==> src/rtl/mfr_ram.sv <==
// Generic simple dual-port RAM with registered read.
`default_nettype none
module mfr_ram #(
  parameter int unsigned WIDTH = 24,
  parameter int unsigned DEPTH = 16
) (
  input  wire                     clk_i,
  input  wire                     we_i,
  input  wire [$clog2(DEPTH)-1:0] waddr_i,
  input  wire [WIDTH-1:0]         wdata_i,
  input  wire                     re_i,
  input  wire [$clog2(DEPTH)-1:0] raddr_i,
  output logic [WIDTH-1:0]        rdata_o
);
  logic [WIDTH-1:0] mem [DEPTH];

  always_ff @(posedge clk_i) begin
    if (we_i) begin
      mem[waddr_i] <= wdata_i;
    end
    if (re_i) begin
      rdata_o <= mem[raddr_i];
    end
  end
endmodule
`default_nettype wire

==> config.mk <==
export PLATFORM = sky130hd
export DESIGN_NAME = mfr_ram
export DESIGN_NICKNAME = d
export VERILOG_FILES = /design/src/rtl/mfr_ram.sv
export SDC_FILE = /design/constraint.sdc
export NUM_CORES = 1
export LEC_CHECK = 0
export ABC_AREA = 0
export BUFFER_PORTS_ARGS = -buffer_cell sky130_fd_sc_hd__buf_2
export CAP_MARGIN = 20
export CORE_UTILIZATION = 45
export CTS_CLUSTER_SIZE = 25
export DETAILED_ROUTE_END_ITERATION = 6
export HOLD_SLACK_MARGIN = 0.15
export PLACE_DENSITY_LB_ADDON = 0.05
export SLEW_MARGIN = 25
export SYNTH_ARGS = -nofsm -noshare
export SYNTH_HDL_FRONTEND = slang
export SYNTH_SLANG_ARGS = --single-unit
==> constraint.sdc <==
create_clock -name clk_i -period 3.1 [get_ports clk_i]
set_input_delay 0.31 -clock clk_i [delete_from_list [all_inputs] [get_ports clk_i]]
set_output_delay 0.31 -clock clk_i [all_outputs]
set_load 0.03 [all_outputs]
# Yosys cells after proc, flatten, opt, wreduce, memory -nomap -nowiden
# Memories as Yosys holds them, arrays and structs flattened. A register that Yosys moved wholly into a read port is not among the register bits.
# Cells that the tools add are included.
# totals
ff_bits	0
latchBits	0
ram_bits	384
rom_bits	0
input_bits	35
memories	1
# memory_table
memory	words	word_bits	read_ports	rd_clocked_by_memory_dff	wr	line_no	rtl
mem	16	24	1	1	1	15	logic [WIDTH-1:0] mem [DEPTH];
# classes
n_addsub	0
n_mul	0
div	0
magnitude_cmp	0
n_eq_ne	0
n_shift	0
muxes	2
bitwise	0
reduce_logical	0
# ops
operator	count
two-way mux 1 bit	2

# Depth between registers and ports, before layout
# depth
depth_word	2
mapped_depth	6

# Least setup slack after synthesis
# No wires, ideal clock.
# synth_timing
path_type	input -> register
startpoint	input waddr_i[2]
endpoint	memory mem[0][0], enable pin
arrival_ps	2492
required_time_ps	2665
path_slack_ps	173
stages	2
path_buffers	0
path_cell_list	or3b_2 nor3_1
# synth_lines
item	line_no	rtl
start: declaration	9	input wire [$clog2(DEPTH)-1:0] waddr_i,
end: declaration	15	
# Straight into the memory's write port.

==> impl_results.rst <==
.. list-table::
   :header-rows: 1

   * - Metric
     - Value
   * - Run status
     - complete, no violations
   * - Maximum VDD drop
     - 0.440 mV
   * - Start point of the critical path
     - raddr_i[0]
   * - Area added between synthesis and finish
     - 17.1%
   * - Highest clock frequency the design can meet
     - 620 MHz
   * - Area of combinational cells with multiple inputs
     - 2870 µm²
   * - Storage element area
     - 12300 µm²
   * - Post-synthesis cell area
     - 15200 µm²
   * - Num rows
     - 66
   * - Number of instances in the synthesized netlist
     - 636
   * - Vertical die dimension
     - 186 µm
   * - Via count of the first global-routing pass
     - 7360
   * - Worst Hold Class
     - in -> reg
   * - Top-level port count
     - 59
   * - Post-CTS setup repair buffer count
     - 0
   * - Classification of the worst setup path
     - in -> reg
   * - Number of iterations in the first detailed-routing pass
     - 5
   * - Critical path required time
     - 3.37 ns
   * - Ratio of cells with drive above 1 in the final layout
     - 0.336
   * - Fill cell instance count of the final layout
     - 2559
   * - Routed length per placed instance
     - 26.9 µm
   * - Initial Util
     - 0.462
   * - WL final
     - 33100 µm
   * - TritonCTS clock tree
     - yes
   * - Final Cycle Share
     - 0.520
   * - Chip width
     - 186 µm
   * - Detailed-route via count
     - 6971
   * - Area inside the core boundary
     - 32900 µm²
   * - Combined global-route utilization of all metal layers
     - 0.202
   * - Final nets
     - 791
   * - Clk Tree Root Cell
     - clkbuf_16
   * - Sinks on the clock net
     - 408
   * - Clock Latency Late Sink
     - 0.53 ns
   * - Wire length of the first global-routing pass
     - 48700 µm
   * - Crit end category
     - flop
   * - Number of synthesized register bits
     - 408
   * - Post-placement worst setup slack
     - 0.904 ns
   * - Setup TNS
     - 0 ns
   * - Remaining global-route overflow
     - 0
   * - Clock period minus worst slack
     - 1.61 ns
   * - DRC marker count from the first detailed-route iteration
     - 515
   * - Total placed cells including tap cells
     - 1134
   * - CTS clk-pin slew, worst paths
     - 0.06 ns
   * - Detailed placer's ending HPWL
     - 17400 µm
   * - Internal reg-to-reg setup slack
     - 1.64 ns
   * - Worst-case reg-to-reg path depth
     - 3
   * - Antenna-violating nets left
     - 0
   * - Max Root-Sink Buffers
     - 3
   * - Arr. time, crit path
     - 1.88 ns
   * - Most common library cell in the layout ignoring fill and taps
     - edfxtp_1
   * - Highest fanout seen on the critical path
     - 32
   * - Gp weighted congestion
     - 0.693
   * - Commonest cells after routing, fill and taps aside
     - edfxtp_1, mux4_2, buf_2, a22oi_1, clkbuf_16
   * - Number of setup violations in the final report
     - 0
   * - Remaining routing DRC violations
     - 0
   * - Final Max Slew Viols
     - 0
   * - Fin. Hold Viols
     - 0
   * - Crit Reg-Reg Endpoint
     - rdata_o[0]
   * - Beginning of the worst register-to-register path
     - mem[3][0]
   * - Setup repair after global routing missed its margin
     - false
   * - Syn avg cell area
     - 23.9 µm²
   * - Critical Path Sink
     - rdata_o[19]
   * - Area of the die
     - 34500 µm²
   * - Post-synthesis sequential area ratio
     - 0.808
   * - Category of the worst setup path launch point
     - primary input
   * - Number of antenna violations at the first check in global routing
     - 0
   * - Number of H-tree branching levels
     - 2
   * - Detailed-route vias per instance
     - 5.66
   * - Synth Net Count
     - 671
   * - Static leakage power
     - 5.70 nW
   * - Clock tree skew after final layout
     - 0.0122 ns
   * - Number of different library cells in the post-synthesis netlist
     - 15
   * - Number of non-filler instances in the completed layout
     - 1231
   * - PD cells
     - 646 nW/µm²
   * - Min setup slack post-route
     - 1.49 ns
   * - Largest net degree at the start of global routing
     - 49
   * - Max-cap violations
     - 0
   * - Worst-margin pin slew
     - 1.06 ns
   * - Diodes inserted
     - 0
   * - Share of the core filled with cells
     - 0.541
   * - Number of buffers inserted by port buffering
     - 58
   * - Num CTS Buffers
     - 42
   * - Worst-case headroom to the max-slew limit
     - 0.292
   * - Hold path cells
     - 1
   * - Warning count from the yosys run
     - 0
==> critical path: stages <==
cell	delay (ns)
buf_6	0.36
buf_12	0.34
mux4_2	0.54
a22oi_1	0.20
nand2_1	0.08
==> worst min-delay path by stage <==
stage	startpoint	to	slack, ns
after detailed placement	wdata_i[9]	mem[10][9]	0.69
final	wdata_i[14]	mem[13][14]	0.17
after global routing	wdata_i[14]	mem[13][14]	0.16
after global placement	wdata_i[9]	mem[10][9]	0.67
after CTS	wdata_i[16]	mem[4][16]	0.15
after floorplan	wdata_i[0]	mem[0][0]	0.41
==> repair_timing <==
action                                 4_1_cts  5_1_grt
gates resized for setup                      0        0
endpoints found under the hold margin      290        0
hold buffers                                20        0
==> report_power, final <==
part           total (mW)  switching [mW]  internal [mW]  leakage (nW)
combinational       0.619           0.374          0.245          1.37
clock                4.61            1.99           2.62         0.628
sequential           6.25          0.0310           6.22          3.71
==> Yosys cell counts <==
library cell | count | share of area
and2_1 | 1 | 0.00041
or3b_2 | 1 | 0.00058
nor2_1 | 13 | 0.0032
buf_2 | 10 | 0.0033
a22oi_1 | 48 | 0.024
clkbuf_1 | 18 | 0.0045
mux4_2 | 96 | 0.14
nand2b_1 | 2 | 0.00082
nor2b_1 | 2 | 0.00082
buf_6 | 5 | 0.0037
nor3_1 | 4 | 0.0013
nand3_1 | 1 | 0.00033
edfxtp_1 | 408 | 0.81
nand3b_1 | 2 | 0.00099
nand2_1 | 25 | 0.0062
==> state kept, by name, indices dropped and copies added, names as in the netlist <==
register,flops
rdata_o,24
mem,384
==> per-stage QoR <==
stage | hold slack, ns | total power [mW] | area (µm²)
after global routing | 0.162 | 11.8 | 17800
after detailed placement | 0.692 | 6.98 | 16300
after global placement | 0.668 | 6.96 | 16300
final | 0.169 | 11.5 | 17800
after CTS | 0.152 | 11.6 | 17800
after floorplan | 0.409 | 6.71 | 15200
==> cells by family (layout without fill, tap and decap cells) <==
| logic type | count (synthesis) | in the layout | synth area share |
|---|---|---|---|
| flops | 408 | 408 | 0.808 |
| buf+inv | 33 | 186 | 0.0115 |
| simple gates | 51 | 51 | 0.0147 |
| compound gates | 48 | 48 | 0.0238 |
| mux | 96 | 96 | 0.143 |
==> per-layer routing <==
metal	global-route usage	up-vias	wire length [µm]	share of wire
met3	0.0278	46	1450	0.044
met2	0.349	176	17000	0.51
li1	-	2966	-	-
met1	0.272	3783	14100	0.43
met4	0.0495	0	550	0.017
met5	0	-	0	0
==> cell type report <==
| type | instances | share of cell area |
|---|---|---|
| clock inverters | 27 | 0.00887 |
| well taps | 442 | 0.0311 |
| flip-flops and latches | 408 | 0.689 |
| repair buffers | 109 | 0.0468 |
| multi-input cells | 195 | 0.162 |
| clock buffers | 50 | 0.0620 |
No activity file was read; power rests on OpenSTA's default activity.
