===== src/rtl/mfr_pkg.sv =====
// Shared types and constants of the RGB median filter.
`default_nettype none
package mfr_pkg;

  localparam int unsigned CH_W       = 8;
  localparam int unsigned PIX_W      = 3 * CH_W;
  localparam int unsigned CNT_W      = 8;
  localparam int unsigned CFG_IDX_W  = 2;
  localparam int unsigned CFG_DATA_W = 12;
  localparam int unsigned KS_W       = 3;
  localparam int unsigned IW_W       = 11;
  localparam int unsigned IH_W       = 12;

  localparam logic [CFG_IDX_W-1:0] CFG_KERNEL = 2'd0;
  localparam logic [CFG_IDX_W-1:0] CFG_WIDTH  = 2'd1;
  localparam logic [CFG_IDX_W-1:0] CFG_HEIGHT = 2'd2;

  localparam logic REQ_PIXEL = 1'b0;
  localparam logic REQ_DRAIN = 1'b1;

  typedef struct packed {
    logic             init;
    logic             acc;
    logic             close;
    logic [2:0]       bit_pos;
    logic [CNT_W-1:0] rank;
  } sel_ctl_t;

  typedef enum logic [3:0] {
    S_IDLE  = 4'b0001,
    S_RUN   = 4'b0010,
    S_FLUSH = 4'b0100,
    S_DONE  = 4'b1000
  } seq_state_e;

endpackage
`default_nettype wire


===== src/rtl/mfr_select.sv =====
// Bitwise rank selection over a streamed window, one lane per color channel.
`default_nettype none
module mfr_select
  import mfr_pkg::*;
(
  input  wire              clk_i,
  input  wire              rst_ni,
  input  wire sel_ctl_t    ctl_i,
  input  wire [PIX_W-1:0]  elem_i,
  output logic [PIX_W-1:0] median_o
);
  for (genvar c = 0; c < 3; c++) begin : g_lane
    logic [CH_W-1:0]  v;
    logic [CH_W-1:0]  hmask;
    logic             hit;
    logic [CNT_W-1:0] sum;
    logic [CH_W-1:0]  pre_q;
    logic [CNT_W-1:0] rank_q;
    logic [CNT_W-1:0] cnt_q;

    assign v     = elem_i[c*CH_W +: CH_W];
    assign hmask = CH_W'({CH_W{1'b1}} << ({1'b0, ctl_i.bit_pos} + 4'd1));
    assign hit   = ctl_i.acc && ((v & hmask) == pre_q) && !v[ctl_i.bit_pos];
    assign sum   = cnt_q + CNT_W'(hit);

    always_ff @(posedge clk_i or negedge rst_ni) begin
      if (!rst_ni) begin
        pre_q  <= '0;
        rank_q <= '0;
        cnt_q  <= '0;
      end else if (ctl_i.init) begin
        pre_q  <= '0;
        rank_q <= ctl_i.rank;
        cnt_q  <= '0;
      end else if (ctl_i.close) begin
        if (rank_q >= sum) begin
          pre_q[ctl_i.bit_pos] <= 1'b1;
          rank_q               <= rank_q - sum;
        end
        cnt_q <= '0;
      end else if (ctl_i.acc) begin
        cnt_q <= sum;
      end
    end

    assign median_o[c*CH_W +: CH_W] = pre_q;
  end
endmodule
`default_nettype wire

===== config.mk =====
export PLATFORM = sky130hd
export DESIGN_NAME = mfr_select
export DESIGN_NICKNAME = d
export VERILOG_FILES = /design/src/rtl/mfr_pkg.sv /design/src/rtl/mfr_select.sv
export SDC_FILE = /design/constraint.sdc
export NUM_CORES = 1
export LEC_CHECK = 0
export BUFFER_PORTS_ARGS = -buffer_cell sky130_fd_sc_hd__buf_2
export CAP_MARGIN = 20
export CORE_MARGIN = 1
export CORE_UTILIZATION = 45
export DETAILED_ROUTE_END_ITERATION = 6
export PLACE_DENSITY = 0.77
export SLEW_MARGIN = 0
export SYNTH_ARGS = -nofsm -noshare
export SYNTH_HDL_FRONTEND = slang
export SYNTH_SLANG_ARGS = --single-unit

===== constraint.sdc =====
create_clock -name clk_i -period 4.7 [get_ports clk_i]
set_input_delay 0.94 -clock clk_i [delete_from_list [all_inputs] [get_ports clk_i]]
set_output_delay 0.94 -clock clk_i [all_outputs]
set_load 0.005 [all_outputs]

**After elaboration in Yosys (flattened, before gate mapping)**

Cells that the tools add are included.

- Register bits: 72
- Input bits: 40
- Output and inout port bits: 24
- Logic and storage cells: 84

- Add/sub/neg operators: 7
- Order comparisons: 5
- Equal/unequal tests: 3
- Shift operators: 1
- Mux-type cells: 35
- Bitwise logic cells: 6
- Reductions and logical operators: 18

Operators with widths:

| cell | number |
|---|---|
| $mux 8 | 27 |
| $add 8x1->8 | 3 |
| $and 8x8->8 | 3 |
| $eq 8x8->1 | 3 |
| $ge 8x8->1 | 3 |
| $or 8x8->8 | 3 |
| $sub 8x8->8 | 3 |
| $bmux 1 s3 | 3 |
| $reduce_bool 2->1 | 4 |
| $shl 8x4->8 const A | 1 |
| $logic_and 1x1->1 | 7 |
| $reduce_and 2->1 | 3 |
| $add 3x1->4 const B | 1 |
| $lt 3x4->1 const B | 1 |
| $mux 1 | 4 |
| $demux 1 s3 | 1 |
| $ge 3x1->1 const B | 1 |
| $logic_not 1->1 | 3 |
| $reduce_bool 3->1 | 1 |

**Logic depth before layout (Yosys ltp)**

- Word-level depth: 11
- Mapped depth: 21
- Gate-level depth less buffers: 19

**Least setup slack after synthesis**

Ideal clock, no wire load.

- Kind: in2reg
- From: input port ctl_i[8] in the netlist's numbering
- To: register g_lane[0].rank_q[3]
- Library setup time: 125 ps
- Arrival time: 4276 ps
- Data required time: 4575 ps
- Path slack: 299 ps
- Stages: 21
- Buffers on the path: 2
- Path through: ha_1 -> and2_1 -> a21o_1 -> buf_2 -> nand2_1 -> xnor2_1 -> nor4_1 -> and4_1 -> ha_1 -> and3_1 -> and3_1 -> nand3_1 -> xor2_1 -> ha_1 -> a21oi_1 -> o21ai_0 -> a22o_1 -> buf_6 -> nor2_1 -> a21oi_1 -> mux2_2

- Cells in the longest elaborated chain, start to end: 11
- Elaborated cells between the ends (all ways): 17
- Those cells by class: add/sub (3); order compare (1); eq/ne (1); shift (1); mux (5); bitwise (1); reduce/logical (5)

Ends and longest elaborated chain:

| what | line | text |
|---|---|---|
| start, declared | mfr_select.sv:8 | `input wire sel_ctl_t ctl_i,` |
| $add 3x1->4 | mfr_select.sv:22 | `assign hmask = CH_W'({CH_W{1'b1}} << ({1'b0, ctl_i.bit_pos} + 4'd1));` |
| $shl 8x4->8 | mfr_select.sv:22 |  |
| $and 8x8->8 | mfr_select.sv:23 | `assign hit = ctl_i.acc && ((v & hmask) == pre_q) && !v[ctl_i.bit_pos];` |
| $eq 8x8->1 | mfr_select.sv:23 |  |
| $logic_and 1x1->1 | mfr_select.sv:23 |  |
| $logic_and 1x1->1 * | mfr_select.sv:23 |  |
| $add 8x1->8 * | mfr_select.sv:24 | `assign sum = cnt_q + CNT_W'(hit);` |
| $sub 8x8->8 | mfr_select.sv:38 | `rank_q <= rank_q - sum;` |
| $mux 8 | mfr_select.sv:36 | `if (rank_q >= sum) begin` |
| $mux 8 | mfr_select.sv:35 | `end else if (ctl_i.close) begin` |
| $mux 8 | mfr_select.sv:31 | `end else if (ctl_i.init) begin` |
| end signal, assigned | mfr_select.sv:33 | `rank_q <= ctl_i.rank;` |
| end signal, assigned | mfr_select.sv:38 |  |
| end, declared | mfr_select.sv:18 | `logic [CNT_W-1:0] rank_q;` |

Every way passes the cells marked *; elsewhere a longest branch is shown, timed or not. The select of a mux whose other input is x is not followed.
A chain may end at the register's enable or synchronous reset.

**Final worst setup path**

- From: input port ctl_i[8] in the netlist's numbering
- To: register g_lane[2].rank_q[3]

- Cells in the longest elaborated chain, start to end: 11
- Elaborated cells between the ends (all ways): 17
- Those cells by class: add/sub (3); order compare (1); eq/ne (1); shift (1); mux (5); bitwise (1); reduce/logical (5)

Ends and longest elaborated chain:

| what | line |
|---|---|
| $add 3x1->4 | mfr_select.sv:22 |
| $shl 8x4->8 | mfr_select.sv:22 |
| $and 8x8->8 | mfr_select.sv:23 |
| $eq 8x8->1 | mfr_select.sv:23 |
| $logic_and 1x1->1 | mfr_select.sv:23 |
| $logic_and 1x1->1 * | mfr_select.sv:23 |
| $add 8x1->8 * | mfr_select.sv:24 |
| $sub 8x8->8 | mfr_select.sv:38 |
| $mux 8 | mfr_select.sv:36 |
| $mux 8 | mfr_select.sv:35 |
| $mux 8 | mfr_select.sv:31 |
| end signal, assigned | mfr_select.sv:33 |
| end signal, assigned | mfr_select.sv:38 |
| end, declared | mfr_select.sv:18 |

Marks and branches as above.

==> flow_metrics.py <==
metrics = {
    "sta": {
        "slew_viol_final": 0,
        "max_freq_mhz": 218,
        "setup_ws_ns": 0.122,
        "rsz0062_at_grt": "yes",
        "period_share_pct": 97.4,
        "fin_tns_setup_ns": 0,
        "maxSlewHeadroom_pct": 45.8,
        "hold_viol": 0,
        "fin_skew_ns": 0.0177,
        "layout_min_cycle_time_ns": 4.58,
        "worst_pin_slew_ns": 0.812,
        "setup_violations": 0,
    },
    "logic_synthesis": {
        "synthMostInstantiatedCell": "dfrtp_1",
        "seq_area_frac_synth_pct": 35.8,
        "synth_compound_area_share_pct": 16.1,
        "synth_nets": 649,
        "synth-edff-count": 0,
        "yosysTopAreaCellShare_pct": 35.8,
        "synth_area_leaders": "dfrtp_1 36%, ha_1 8.0%, xor2_1 6.1%",
        "synthAdderAreaFrac_pct": 9.15,
        "synthesis.area_mm2": 0.00503,
        "synth_ff_type": "dfrtp_1",
        "synth_xor_area_share_pct": 11.1,
        "synth_seq_cells": 72,
        "synth_cell_types": 58,
        "syn_area_per_cell_um2": 8.76,
        "synth-simple-area-share_pct": 19.4,
        "yosys-top-cells-count": "72 x dfrtp_1, 70 x nor2_1, 52 x nand2_1",
        "synth_warnings": 0,
        "async_flop_share_pct": 100,
        "synth_top_family_by_area": "simple AND/OR/NAND/NOR gates",
        "muxShareOfSynthArea_pct": 4.08,
        "synth_top_area_cell": "dfrtp_1",
        "synthCells": 574,
    },
    "placed_design": {
        "placed_area_mm2": 0.00591,
        "io_buffers": 63,
        "preCtsSetupSlack_ns": -0.303,
        "gp_congestion": 0.942,
        "place_hpwl_um": 11000,
    },
    "cells_and_area": {
        "finalInstanceArea_mm2": 0.00632,
        "nFillCells": 974,
        "final_net_count": 773,
        "antenna_cells": 0,
        "syn_to_final_growth_pct": 25.5,
        "layout-drive-gt1-share_pct": 26.0,
        "multi_input_area_mm2": 0.00313,
        "regArea_mm2": 0.00180,
    },
    "worst_setup_path": {
        "start_kind": "primary input",
        "reg2regPathDepth": 16,
        "end_kind": "flop",
        "path_class": "in -> reg",
        "timing.rr.start": "g_lane[2].pre_q[2]",
        "max_stage_delay_ns": 0.36,
        "crit_family": "compound AO/OA/AOI/OAI gates",
        "path_cells": "buf_2 > ha_2 > and2_1 > a21o_4 > buf_4 > nand2_1 > xor2_1 > nand3_1 > nor4_4 > ha_2 > and3_4 > and3_4 > xnor2_2 > ha_1 > a21o_1 > a41oi_1 > a221o_1 > a21boi_2 > buf_6 > mux2i_1 > o21ai_0",
        "arrival_ns": 4.79,
        "cp_max_fo": 6,
        "slowest_stage": "ha_1",
        "worstPathRequired_ns": 4.91,
        "crit_buf_inv": 3,
        "reg2reg_setup_slack_ns": 0.78,
        "r2r-end": "g_lane[2].rank_q[3]",
    },
    "route": {
        "wl_per_cell_um": 17.1,
        "drc": 0,
        "wl_um": 14500,
        "vias_per_cell": 5.73,
        "first_iter_violations": 272,
        "ant_nets": 0,
        "first_pass_iters": 5,
        "dr_total_vias": 4834,
    },
    "global_routing": {
        "grt_max_degree": 44,
        "antenna_found_initial": 0,
        "overflow": 0,
        "met1_usage_pct": 33.2,
        "grtUsageMet3_pct": 5.02,
        "grt_pass1_vias": 4716,
        "use_met2_pct": 42.4,
        "grt_most_used_layer": "met2",
        "grt_pass1_wl_um": 23100,
        "grt_use_total_pct": 25.8,
    },
    "run_status": {
        "status": "finished, final reports clean",
    },
    "clock_network": {
        "root_buffer": "clkbuf_8",
        "cts_tree": "built",
        "clk_latency_ns": 0.37,
        "cts.sinks": 72,
        "clk_pin_slew_ns": 0.09,
        "cts-buffers-inserted": 9,
        "clk_path_buf_depth": 2,
        "htreeDepth": 3,
    },
    "floorplan": {
        "core_mm2": 0.0109,
        "die_h_um": 108,
        "ios": 64,
        "die_area_mm2": 0.0116,
        "rows": 38,
        "fp.dieW_um": 108,
        "start_util_pct": 46.2,
    },
    "power": {
        "power.density_mw_per_mm2": 305,
        "finalPower_mw": 1.93,
        "leakage_nw": 2.86,
        "peakVddDrop_mv": 0.175,
    },
    "hold_path": {
        "min_path_type": "in -> async",
    },
    "flow_run": {
        "drv_cap": 0,
    },
}
==> kinds of logic (layout without fill, tap and decap cells) <==
group,after synthesis,count (layout)
compound gates,132,132
simple gates,210,210
xor+xnor,64,64
flops,72,72
buf+inv,42,171
mux,19,19
fa+ha+maj,35,35
==> final cells by class <==
type | count | area share [%]
clock inverter | 6 | 1.84
timing repair buffer | 139 | 14.4
sequential | 72 | 28.5
multi-input combinational | 460 | 49.5
clock buffer | 10 | 2.02
inverter | 16 | 0.951
tap | 140 | 2.77
==> stage by stage <==
stage / hold WS, ns / utilization [%] / instances
detailed placement: 0.522 / 54.3 / 822
global route: 0.501 / 58.0 / 843
finish: 0.499 / 58.0 / 843
CTS: 0.498 / 56.6 / 838
floorplan: 0.493 / - / 574
global placement: 0.509 / 54.3 / 822
==> where the power goes <==
| group | leakage, nW | switching, mW | total [mW] | internal [mW] |
|---|---|---|---|---|
| clock network | 0.121 | 0.256 | 0.613 | 0.357 |
| logic | 1.80 | 0.322 | 0.611 | 0.289 |
| registers | 0.941 | 0.0418 | 0.705 | 0.663 |
==> worst max-delay path by stage <==
stage | start | endpoint | slack, ns | depth (start not counted)
global placement | ctl_i[8] | g_lane[2].rank_q[0] | -0.29 | 20
global route | ctl_i[9] | g_lane[2].rank_q[0] | -0.07 | 20
CTS | ctl_i[8] | g_lane[2].rank_q[0] | 0.08 | 21
finish | ctl_i[8] | g_lane[2].rank_q[3] | 0.12 | 21
floorplan | ctl_i[8] | g_lane[0].rank_q[3] | 0.30 | 21
detailed placement | ctl_i[8] | g_lane[2].rank_q[0] | -0.30 | 21
==> metal layers <==
metal / vias up / wire (um)
met5: - / 0
met4: 0 / 448
met3: 38 / 896
met2: 202 / 6940
met1: 2325 / 6160
li1: 2269 / -
==> flip-flops by register name, summed over array words and instances, names as in the netlist <==
| signal | cells |
|---|---|
| g_lane.cnt_q | 24 |
| g_lane.pre_q | 24 |
| g_lane.rank_q | 24 |
==> layout by cell type, fill, tap and decap left out, types with 9 or more instances in the layout <==
cell type   n
nand2_1    52
buf_4      72
nand3_1    24
dfrtp_1    72
xnor2_1    28
nor3_1     13
xor2_1     34
mux2i_1    15
a21oi_1    49
o21ai_0    32
buf_2      63
nor2_1     69
inv_1      16
clkbuf_8    9
ha_1       28
==> what timing repair did <==
action,CTS,global route
buffers inserted,0,5
pin swaps,0,12
hold buffers,0,0
resized for setup,1,28
setup endpoints to repair,2,39
endpoints found under the hold margin,0,0
(Power assumes the default switching activity.)
